### src/sv/blcu_pkg.sv
// package for the bit-plane life cell update unit
// holds sizes, register indexes, control word types and the microcode table
// no dependencies
`default_nettype none

package blcu_pkg;

	localparam int MAX_ROWS      = 128;
	localparam int MAX_COLS      = 128;
	localparam int ROW_W         = $clog2(MAX_ROWS);
	localparam int COL_W         = $clog2(MAX_COLS);
	localparam int ADDR_W        = ROW_W + COL_W;
	localparam int DEPTH         = MAX_ROWS * MAX_COLS;
	localparam int CHAN_W        = 8;
	localparam int PLANES        = 3 * CHAN_W;
	localparam int CNT_W         = 4;
	localparam int MASK_W        = 18;
	localparam int SURVIVE_SHIFT = 9;
	localparam int SIZE_W        = 8;
	localparam int CFG_W         = 18;
	localparam int CFG_ADDR_W    = 2;
	localparam int STEP_W        = 4;
	localparam int IN_DATA_W     = 40;
	localparam int OUT_DATA_W    = 24;

	localparam logic [MASK_W-1:0] RULE_RESET = 18'h01808;

	// register indexes of the configuration port
	localparam logic [CFG_ADDR_W-1:0] CFG_RULE   = 2'd0;
	localparam logic [CFG_ADDR_W-1:0] CFG_HEIGHT = 2'd1;
	localparam logic [CFG_ADDR_W-1:0] CFG_WIDTH  = 2'd2;

	// request kinds carried on tuser
	localparam logic ACT_STORE = 1'b0;
	localparam logic ACT_QUERY = 1'b1;

	typedef logic [STEP_W-1:0] step_t;

	// neighbour offset along one axis
	typedef enum logic [1:0] {
		OFF_MINUS,
		OFF_ZERO,
		OFF_PLUS
	} off_t;

	// how the step counter moves after this step
	typedef enum logic [1:0] {
		SEQ_NEXT,
		SEQ_WAIT_QUERY,
		SEQ_WAIT_OUT
	} seq_op_t;

	typedef struct packed {
		logic    wait_in;
		logic    rd_en;
		off_t    dr;
		off_t    dc;
		logic    ld_self;
		logic    acc_nb;
		logic    decide;
		seq_op_t seq;
		step_t   target;
	} blcu_ctrl_t;

	typedef struct packed {
		logic query_go;
		logic out_free;
	} blcu_status_t;

	function automatic blcu_ctrl_t rd_word(off_t dr, off_t dc, logic ld, logic acc);
		blcu_ctrl_t w;
		w.wait_in = 1'b0;
		w.rd_en   = 1'b1;
		w.dr      = dr;
		w.dc      = dc;
		w.ld_self = ld;
		w.acc_nb  = acc;
		w.decide  = 1'b0;
		w.seq     = SEQ_NEXT;
		w.target  = '0;
		return w;
	endfunction

	// microcode: step 0 waits for a request, 1..9 read the 3x3 window,
	// step 10 folds in the last neighbour, applies the rule and returns
	function automatic blcu_ctrl_t ucode_rom(step_t step);
		blcu_ctrl_t w;
		w.wait_in = 1'b1;
		w.rd_en   = 1'b0;
		w.dr      = OFF_ZERO;
		w.dc      = OFF_ZERO;
		w.ld_self = 1'b0;
		w.acc_nb  = 1'b0;
		w.decide  = 1'b0;
		w.seq     = SEQ_WAIT_QUERY;
		w.target  = step_t'(1);
		case (step)
			4'd1:  w = rd_word(OFF_ZERO,  OFF_ZERO,  1'b0, 1'b0);
			4'd2:  w = rd_word(OFF_MINUS, OFF_MINUS, 1'b1, 1'b0);
			4'd3:  w = rd_word(OFF_MINUS, OFF_ZERO,  1'b0, 1'b1);
			4'd4:  w = rd_word(OFF_MINUS, OFF_PLUS,  1'b0, 1'b1);
			4'd5:  w = rd_word(OFF_ZERO,  OFF_MINUS, 1'b0, 1'b1);
			4'd6:  w = rd_word(OFF_ZERO,  OFF_PLUS,  1'b0, 1'b1);
			4'd7:  w = rd_word(OFF_PLUS,  OFF_MINUS, 1'b0, 1'b1);
			4'd8:  w = rd_word(OFF_PLUS,  OFF_ZERO,  1'b0, 1'b1);
			4'd9:  w = rd_word(OFF_PLUS,  OFF_PLUS,  1'b0, 1'b1);
			4'd10: begin
				w.wait_in = 1'b0;
				w.decide  = 1'b1;
				w.seq     = SEQ_WAIT_OUT;
				w.target  = '0;
			end
			default: ;
		endcase
		return w;
	endfunction

endpackage

`default_nettype wire

### src/sv/blcu_sequencer.sv
// step counter and microcode fetch for the life cell update unit
// depends on blcu_pkg for the control word, status struct and table
`default_nettype none

module blcu_sequencer
	import blcu_pkg::*;
(
	input  wire logic         clk,
	input  wire logic         arst_n,
	input  wire blcu_status_t status,
	output blcu_ctrl_t        ctrl
);

	step_t step_q;
	step_t step_d;

	assign ctrl = ucode_rom(step_q);

	always_comb begin
		case (ctrl.seq)
			SEQ_NEXT:       step_d = step_q + step_t'(1);
			SEQ_WAIT_QUERY: step_d = status.query_go ? ctrl.target : step_q;
			SEQ_WAIT_OUT:   step_d = status.out_free ? ctrl.target : step_q;
			default:        step_d = '0;
		endcase
	end

	always_ff @(posedge clk or negedge arst_n) begin
		if (!arst_n) begin
			step_q <= '0;
		end else begin
			step_q <= step_d;
		end
	end

endmodule

`default_nettype wire

### config.mk
export PLATFORM = sky130hd
export DESIGN_NAME = blcu_sequencer
export DESIGN_NICKNAME = d
export VERILOG_FILES = /design/src/sv/blcu_pkg.sv /design/src/sv/blcu_sequencer.sv
export SDC_FILE = /design/constraint.sdc
export NUM_CORES = 1
export LEC_CHECK = 0
export ABC_AREA = 1
export BUFFER_PORTS_ARGS = -buffer_cell sky130_fd_sc_hd__buf_2
export CAP_MARGIN = 15
export CORE_MARGIN = 2
export CORE_UTILIZATION = 35
export CTS_CLUSTER_DIAMETER = 50
export DETAILED_ROUTE_END_ITERATION = 6
export GPL_TIMING_DRIVEN = 0
export PLACE_DENSITY_LB_ADDON = 0.05
export SYNTH_ARGS = -nofsm -noshare
export SYNTH_HDL_FRONTEND = slang
export SYNTH_SLANG_ARGS = --single-unit
### constraint.sdc
create_clock -name clk -period 2 [get_ports clk]
set_input_delay 0 -clock clk [delete_from_list [all_inputs] [get_ports clk]]
set_output_delay 0 -clock clk [all_outputs]
set_load 0.03 [all_outputs]
==> flow_summary.ini, run 1 <==
[synth]
synth_area_leader_cell = dfrtp_1
synth_cell_types = 18
yosys_warnings = 0
synthMuxAreaShare = 0
synth-xor-area-share = 0.0375
post-synth-top-area-fraction = 0.214
ys_ff_latch = 4
synth_compound_area_frac = 0.0777
synth-simple-area-share = 0.370
syn_inst = 75
synth_top_family_by_area = simple AND/OR/NAND/NOR gates
ys_seq_area_frac = 0.214
synth-adder-area-share = 0.107
syn_area_um2 = 467
synth_area_leaders = dfrtp_1 (21%), nand2_1 (18%), ha_1 (11%)
syn_avg_cell_area_um2 = 6.22

[layout]
final_util = 0.491
top_register = step_q
largest_reg_flops = 4
final_layout_size_suffix_gt1_frac = 0.381
area_growth_syn_to_layout_pct = 33.5
reg_top3 = step_q (4)
nets = 107
antennaDiodeCount = 0
stdcell_count = 112

[drt]
detail_route.first_pass.iterations = 4
routed_wl_um = 997
drtIter0Drc = 9
vias = 484
avgRoutedWirePerCell_um = 8.90
drc = 0
routed_via_density = 4.32
detail-route-antenna-nets = 0

[floorplan]
die_area_mm2 = 0.00164
chipHeight_um = 40.5
design.core.area_mm2 = 0.00127
start_util = 0.368
ios = 19
die_w_um = 40.5
row_count = 13

[clock_tree]
cts_buffers = 3
cts-root-buf = clkbuf_4
cts_sinks = 4
cts.path.max_buffers = 2
h-tree-depth = 1
cts_tree = yes
cts.reportedPaths.clkPinSlew_ps = 30
clkLatencyLatePin_ps = 230

[grt]
grt_overflow_total = 0
grt_pass1_wl_um = 1500
track_usage = 0.136
antenna_found_initial = 0
grt_pass1_vias = 382
grt_max_degree = 10

[place]
post-dp-hpwl_um = 782
io_buffers = 15
dp.cells = 107
globalplace.congestion = 0.680

[worst_setup_path]
r2r_slack_ps = 400
crit_type = register to output port
worst_ep_required_time_ps = 2000
r2r-end = step_q[2]
worstPathArrival_ps = 1800
crit_path_start_kind = register
r2r-start = step_q[0]
end_kind = output port
path_max_fanout = 7
r2r.worst_path.cells = 9

[flow_run]
maxCapViolCount = 0

[sta]
skew_ps = 1.83
hold_viol_final = 0
clock.fmax_mhz = 556
finalSetupTns_ps = 0
setup_viol = 0
period_share = 0.899
min_period_ps = 1800
slew_viol_final = 0
rsz0062_at_grt = no
whs_ps = 104

[min_path]
hp-class = primary input to asynchronous set/reset pin

[run_status]
status = finished, final reports clean
what timing repair did:
action,in CTS,in global routing
setup endpoints to repair,1,5
pin swaps,0,1
buffers inserted,0,1
hold buffers,1,0
gates resized for setup,1,5
endpoints found under the hold margin,4,0
layout make-up:
cell class	count	area [um^2]
clock buffer	3	22.5
fill	140	646
buffer	5	37.5
sequential	4	101
multi-input combinational	55	299
timing repair buffer	17	95.1
tap	15	18.8
inverter	13	48.8
cells by family (layout without fill, tap and decap cells):
group | Yosys count | in the layout
adders and majority gates | 4 | 4
DFF | 4 | 4
xor gates and xnor gates | 2 | 2
and+or+nand+nor | 40 | 40
AOI/OAI and AO/OA | 6 | 6
other | 1 | 3
buffers and inverters | 18 | 38
cells in the final DEF (no fill, tap or decap), drive strengths merged:
cell	Yosys	routed
nand2	25	25
o21ai	4	4
xor2	2	2
conb	1	3
clkbuf	0	4
or2	1	1
dlygate4sd3	0	1
o211ai	1	1
buf	5	20
dfrtp	4	4
nand3	5	5
nand3b	1	1
inv	13	13
ha	4	4
o2111ai	1	1
nor2	8	8
per-layer routing:
layer  wire length (um)  global-route usage
met5                  0                   0
met4                  0              0.0750
met1                449               0.183
met2                521               0.218
met3                 26                   0
cells in the mapped netlist:
master / n
dfrtp_1: 4
nand2_1: 23
o211ai_1: 1
nand2_2: 2
ha_1: 4
nor2_2: 2
inv_2: 4
nand3_1: 5
buf_4: 5
o21ai_1: 2
o2111ai_1: 1
inv_1: 9
nor2_1: 6
o21ai_0: 2
or2_0: 1
xor2_1: 2
nand3b_1: 1
conb_1: 1
worst max-delay path, cell delays in order, from the launching register on:
cell and delay, ps:
dfrtp_2 400, inv_1 80, ha_2 230, o21ai_2 170, inv_1 50, nor2_1 120, nand2_2 120, nor2_2 110
buf_4 100, clkbuf_4 170
through the flow:
stage               instance area, um^2  setup slack (ps)
floorplan                           477               126
CTS                                 603              5.73
global route                        623              26.3
global placement                    571               215
detailed placement                  571               186
finish                              623               202
how the worst max path moves through the flow:
stage,start,cells past startpoint,endpoint
finish,step_q[0],9,ctrl[4]
CTS,step_q[0],9,ctrl[4]
global placement,step_q[0],9,ctrl[4]
floorplan,step_q[0],8,ctrl[4]
global route,step_q[0],11,ctrl[4]
detailed placement,step_q[0],9,ctrl[4]
Power of run 1 is not shown: default switching activity piles up to over one toggle a cycle in this logic, so the estimate is an artifact.
==> run 2, diff against run 1 <==
--- a/config.mk
+++ b/config.mk
@@ -13,6 +13,7 @@
 export CTS_CLUSTER_DIAMETER = 50
 export DETAILED_ROUTE_END_ITERATION = 6
 export GPL_TIMING_DRIVEN = 0
+export HOLD_SLACK_MARGIN = 0.12
 export PLACE_DENSITY_LB_ADDON = 0.05
 export SYNTH_ARGS = -nofsm -noshare
 export SYNTH_HDL_FRONTEND = slang
==> flow_summary.ini, run 2 (synthesis gave the netlist of run 1 again) <==
[floorplan]
design.core.area_mm2 = 0.00127
die_w_um = 40.5
start_util = 0.368
die_area_mm2 = 0.00164
ios = 19
chipHeight_um = 40.5
row_count = 13

[grt]
grt_pass1_wl_um = 1520
grt_pass1_vias = 384
grt_overflow_total = 0
antenna_found_initial = 0
track_usage = 0.137
grt_max_degree = 10

[layout]
largest_reg_flops = 4
final_layout_size_suffix_gt1_frac = 0.378
reg_top3 = step_q (4)
area_growth_syn_to_layout_pct = 35.7
final_cell_mix = nand2_1 (23), buf_2 (14), inv_1 (9)
top_register = step_q
layout.area.seq_um2 = 101
nets = 108
antennaDiodeCount = 0
multi_input_area_um2 = 299
fill_cells = 140
final_common_cell = nand2_1

[drt]
routed_via_density = 4.30
drc = 0
routed_wl_um = 1000
vias = 486
avgRoutedWirePerCell_um = 8.86
detail-route-antenna-nets = 0
detail_route.first_pass.iterations = 4
drtIter0Drc = 9

[min_path]
hp-start = status[1]
hold_depth = 5
hp-class = primary input to register
hold_end = step_q[0]

[place]
io_buffers = 15
globalplace.congestion = 0.680
post-dp-hpwl_um = 782

[clock_tree]
cts.reportedPaths.clkPinSlew_ps = 30
cts_sinks = 4
h-tree-depth = 1
cts-root-buf = clkbuf_4
cts.path.max_buffers = 2
clkLatencyLatePin_ps = 230
cts_buffers = 3
cts_tree = yes

[worst_setup_path]
end_kind = output port
crit_path_start_kind = register
critPathBufInv = 4
cp_cell_sequence = inv_1 -> ha_2 -> o21ai_2 -> inv_1 -> nor2_1 -> nand2_2 -> nor2_2 -> buf_4 -> clkbuf_4
r2r.worst_path.cells = 9
r2r-end = step_q[2]
r2r_slack_ps = 400
startpoint = step_q[0]
worst_ep_required_time_ps = 2000
r2r-start = step_q[0]
cp_slowest_cell = dfrtp_2
cpPeakStageDelay_ps = 400
path_max_fanout = 7
cp_common_cell = inv_1
worstPathArrival_ps = 1800
crit_family = flip-flops
crit_type = register to output port

[sta]
setup_viol = 0
finalSetupTns_ps = 0
clock.fmax_mhz = 556
min_period_ps = 1800
skew_ps = 1.83
hold_viol_final = 0
rsz0062_at_grt = no
period_share = 0.899
slew_viol_final = 0

[run_status]
status = finished, final reports clean

[flow_run]
maxCapViolCount = 0
-- run 2: cell count changes in the layout (fill, tap and decap cells not counted), sizes merged --
cell         previous run  this run
dlygate4sd3             1         2
-- run 2: stage by stage --
stage,area (um^2),hold slack [ps],instances,util,setup slack [ps]
detailed placement,571,-194,107,0.450,186
global placement,571,-194,107,0.450,215
CTS,613,145,112,0.483,5.73
floorplan,477,-296,77,-,126
global route,633,188,113,0.499,26.3
finish,633,137,113,0.499,202
-- run 2: worst min-delay path, cell delays in order --
cell and delay, ps:
buf_2 70, inv_1 30, nand3_1 90, nand3_1 70, nand2_1 70
-- run 2: worst max path at each step --
| stage | endpoint | slack [ps] | cells past startpoint |
|---|---|---|---|
| after CTS | ctrl[4] | 6 | 9 |
| after global routing | ctrl[4] | 30 | 11 |
| after floorplan | ctrl[4] | 130 | 8 |
| after global placement | ctrl[4] | 220 | 9 |
| after detailed placement | ctrl[4] | 190 | 9 |
| final | ctrl[4] | 200 | 9 |
-- run 2: layer usage --
layer | vias up | wire length (um) | share of wire | global-route usage
met4 | 0 | 0 | 0 | 0.0750
met1 | 211 | 453 | 0.45 | 0.187
li1 | 268 | - | - | -
met2 | 7 | 521 | 0.52 | 0.218
met5 | - | 0 | 0 | 0
met3 | 0 | 26 | 0.026 | 0
-- run 2: timing repair --
item | in CTS | in global routing
pin swaps | 0 | 1
endpoints found under the hold margin | 4 | 0
buffers inserted | 0 | 1
hold buffers | 2 | 0
gates resized for setup | 1 | 5
endpoints found under the setup margin | 1 | 5
-- run 2: cell type report --
cell class	instances	area share
Buffer	5	0.0593
Clock buffer	3	0.0356
Inverter	13	0.0771
Multi-Input combinational cell	55	0.472
Sequential cell	4	0.160
Tap cell	15	0.0296
Timing Repair Buffer	18	0.166
Power of run 2 is left out for the same reason.
==> run 3, diff against run 2 <==
--- a/config.mk
+++ b/config.mk
@@ -8,7 +8,6 @@
 export ABC_AREA = 1
 export BUFFER_PORTS_ARGS = -buffer_cell sky130_fd_sc_hd__buf_2
 export CAP_MARGIN = 15
-export CORE_MARGIN = 2
 export CORE_UTILIZATION = 35
 export CTS_CLUSTER_DIAMETER = 50
 export DETAILED_ROUTE_END_ITERATION = 6
==> flow_summary.ini, run 3 (synthesis gave the netlist of run 1 again) <==
[drt]
vias = 487
detail-route-antenna-nets = 0
avgRoutedWirePerCell_um = 8.35
drtIter0Drc = 10
detail_route.first_pass.iterations = 4
drc = 0
routed_wl_um = 952
routed_via_density = 4.27

[floorplan]
row_count = 12
design.core.area_mm2 = 0.00117
start_util = 0.399
die_area_mm2 = 0.00148
ios = 19
chipHeight_um = 38.5
die_w_um = 38.5

[layout]
top_register = step_q
reg_top3 = step_q (4)
finalInstanceArea_um2 = 641
final_cell_mix = nand2_1 (23), buf_2 (14), inv_1 (9)
final_layout_size_suffix_gt1_frac = 0.370
antennaDiodeCount = 0
final_util = 0.547
nets = 110
area_growth_syn_to_layout_pct = 37.3
largest_reg_flops = 4
final_common_cell = nand2_1

[min_path]
hp-class = primary input to register
hp-start = status[1]

[grt]
grt_max_degree = 10
grt_pass1_vias = 351
grt_pass1_wl_um = 1430
grt_overflow_total = 0
antenna_found_initial = 0
track_usage = 0.145

[worst_setup_path]
crit_path_start_kind = register
path_max_fanout = 8
crit_type = register to output port
r2r-start = step_q[1]
startpoint = step_q[1]
end_kind = output port
r2r_slack_ps = 380
worstPathArrival_ps = 1820
worst_ep_required_time_ps = 2000

[clock_tree]
cts.path.max_buffers = 2
cts_tree = yes
cts_buffers = 3
h-tree-depth = 1
cts.reportedPaths.clkPinSlew_ps = 30
cts-root-buf = clkbuf_4
cts_sinks = 4
clkLatencyLatePin_ps = 230

[sta]
slew_viol_final = 0
skew_ps = 0.168
period_share = 0.911
hold_viol_final = 0
min_period_ps = 1820
clock.fmax_mhz = 549
setup_viol = 0

[place]
globalplace.congestion = 0.727
placedInstanceArea_um2 = 569
io_buffers = 15
post-dp-hpwl_um = 737

[run_status]
status = finished, final reports clean

[flow_run]
maxCapViolCount = 0
## run 3: layer usage
layer	global-route usage	wire length, um
met5	0	0
met4	0.103	0
met3	0.0349	21
met2	0.200	441
met1	0.194	489
## run 3: critical path, stage by stage (launching register included)
cell      delay, ps
dfrtp_1         390
inv_1            80
ha_1            220
inv_1           100
nand2_1          60
nand2_1          50
nand2_1          60
nor2_1          110
nand2_2         130
nor2_2          110
buf_4           100
clkbuf_4        170
## run 3: path summary, 6_finish.rpt
kind                             end  depth (start not counted)
min in group asynchronous  step_q[2]                          3
max reg2reg                step_q[0]                         12
max                          ctrl[4]                         11
min                        step_q[0]                          5
max in group asynchronous  step_q[0]                          3
min reg2reg                step_q[0]                          2
## run 3: final cells by class
type	instances	area (um^2)
buffer	5	37.5
clock buffer	3	22.5
fill	131	531
inverter	13	48.8
multi-input combinational	55	293
sequential	4	101
tap	14	17.5
timing repair buffer	20	120
## run 3: through the flow
stage	setup slack (ps)	hold WS, ps	TNS, ps	std cells
2_1_floorplan	126	-296	0	77
3_3_place_gp	232	-194	0	106
3_5_place_dp	233	-195	0	106
4_1_cts	33.9	130	0	111
5_1_grt	-1.41	197	-1.41	114
6_report	177	134	0	114
## run 3: timing repair
action,CTS,global route
hold endpoints to repair,4,0
setup buffers,0,3
resized for setup,1,3
pin swaps,0,1
endpoints found under the setup margin,1,5
hold buffers,2,0
Power of run 3 is left out for the same reason.
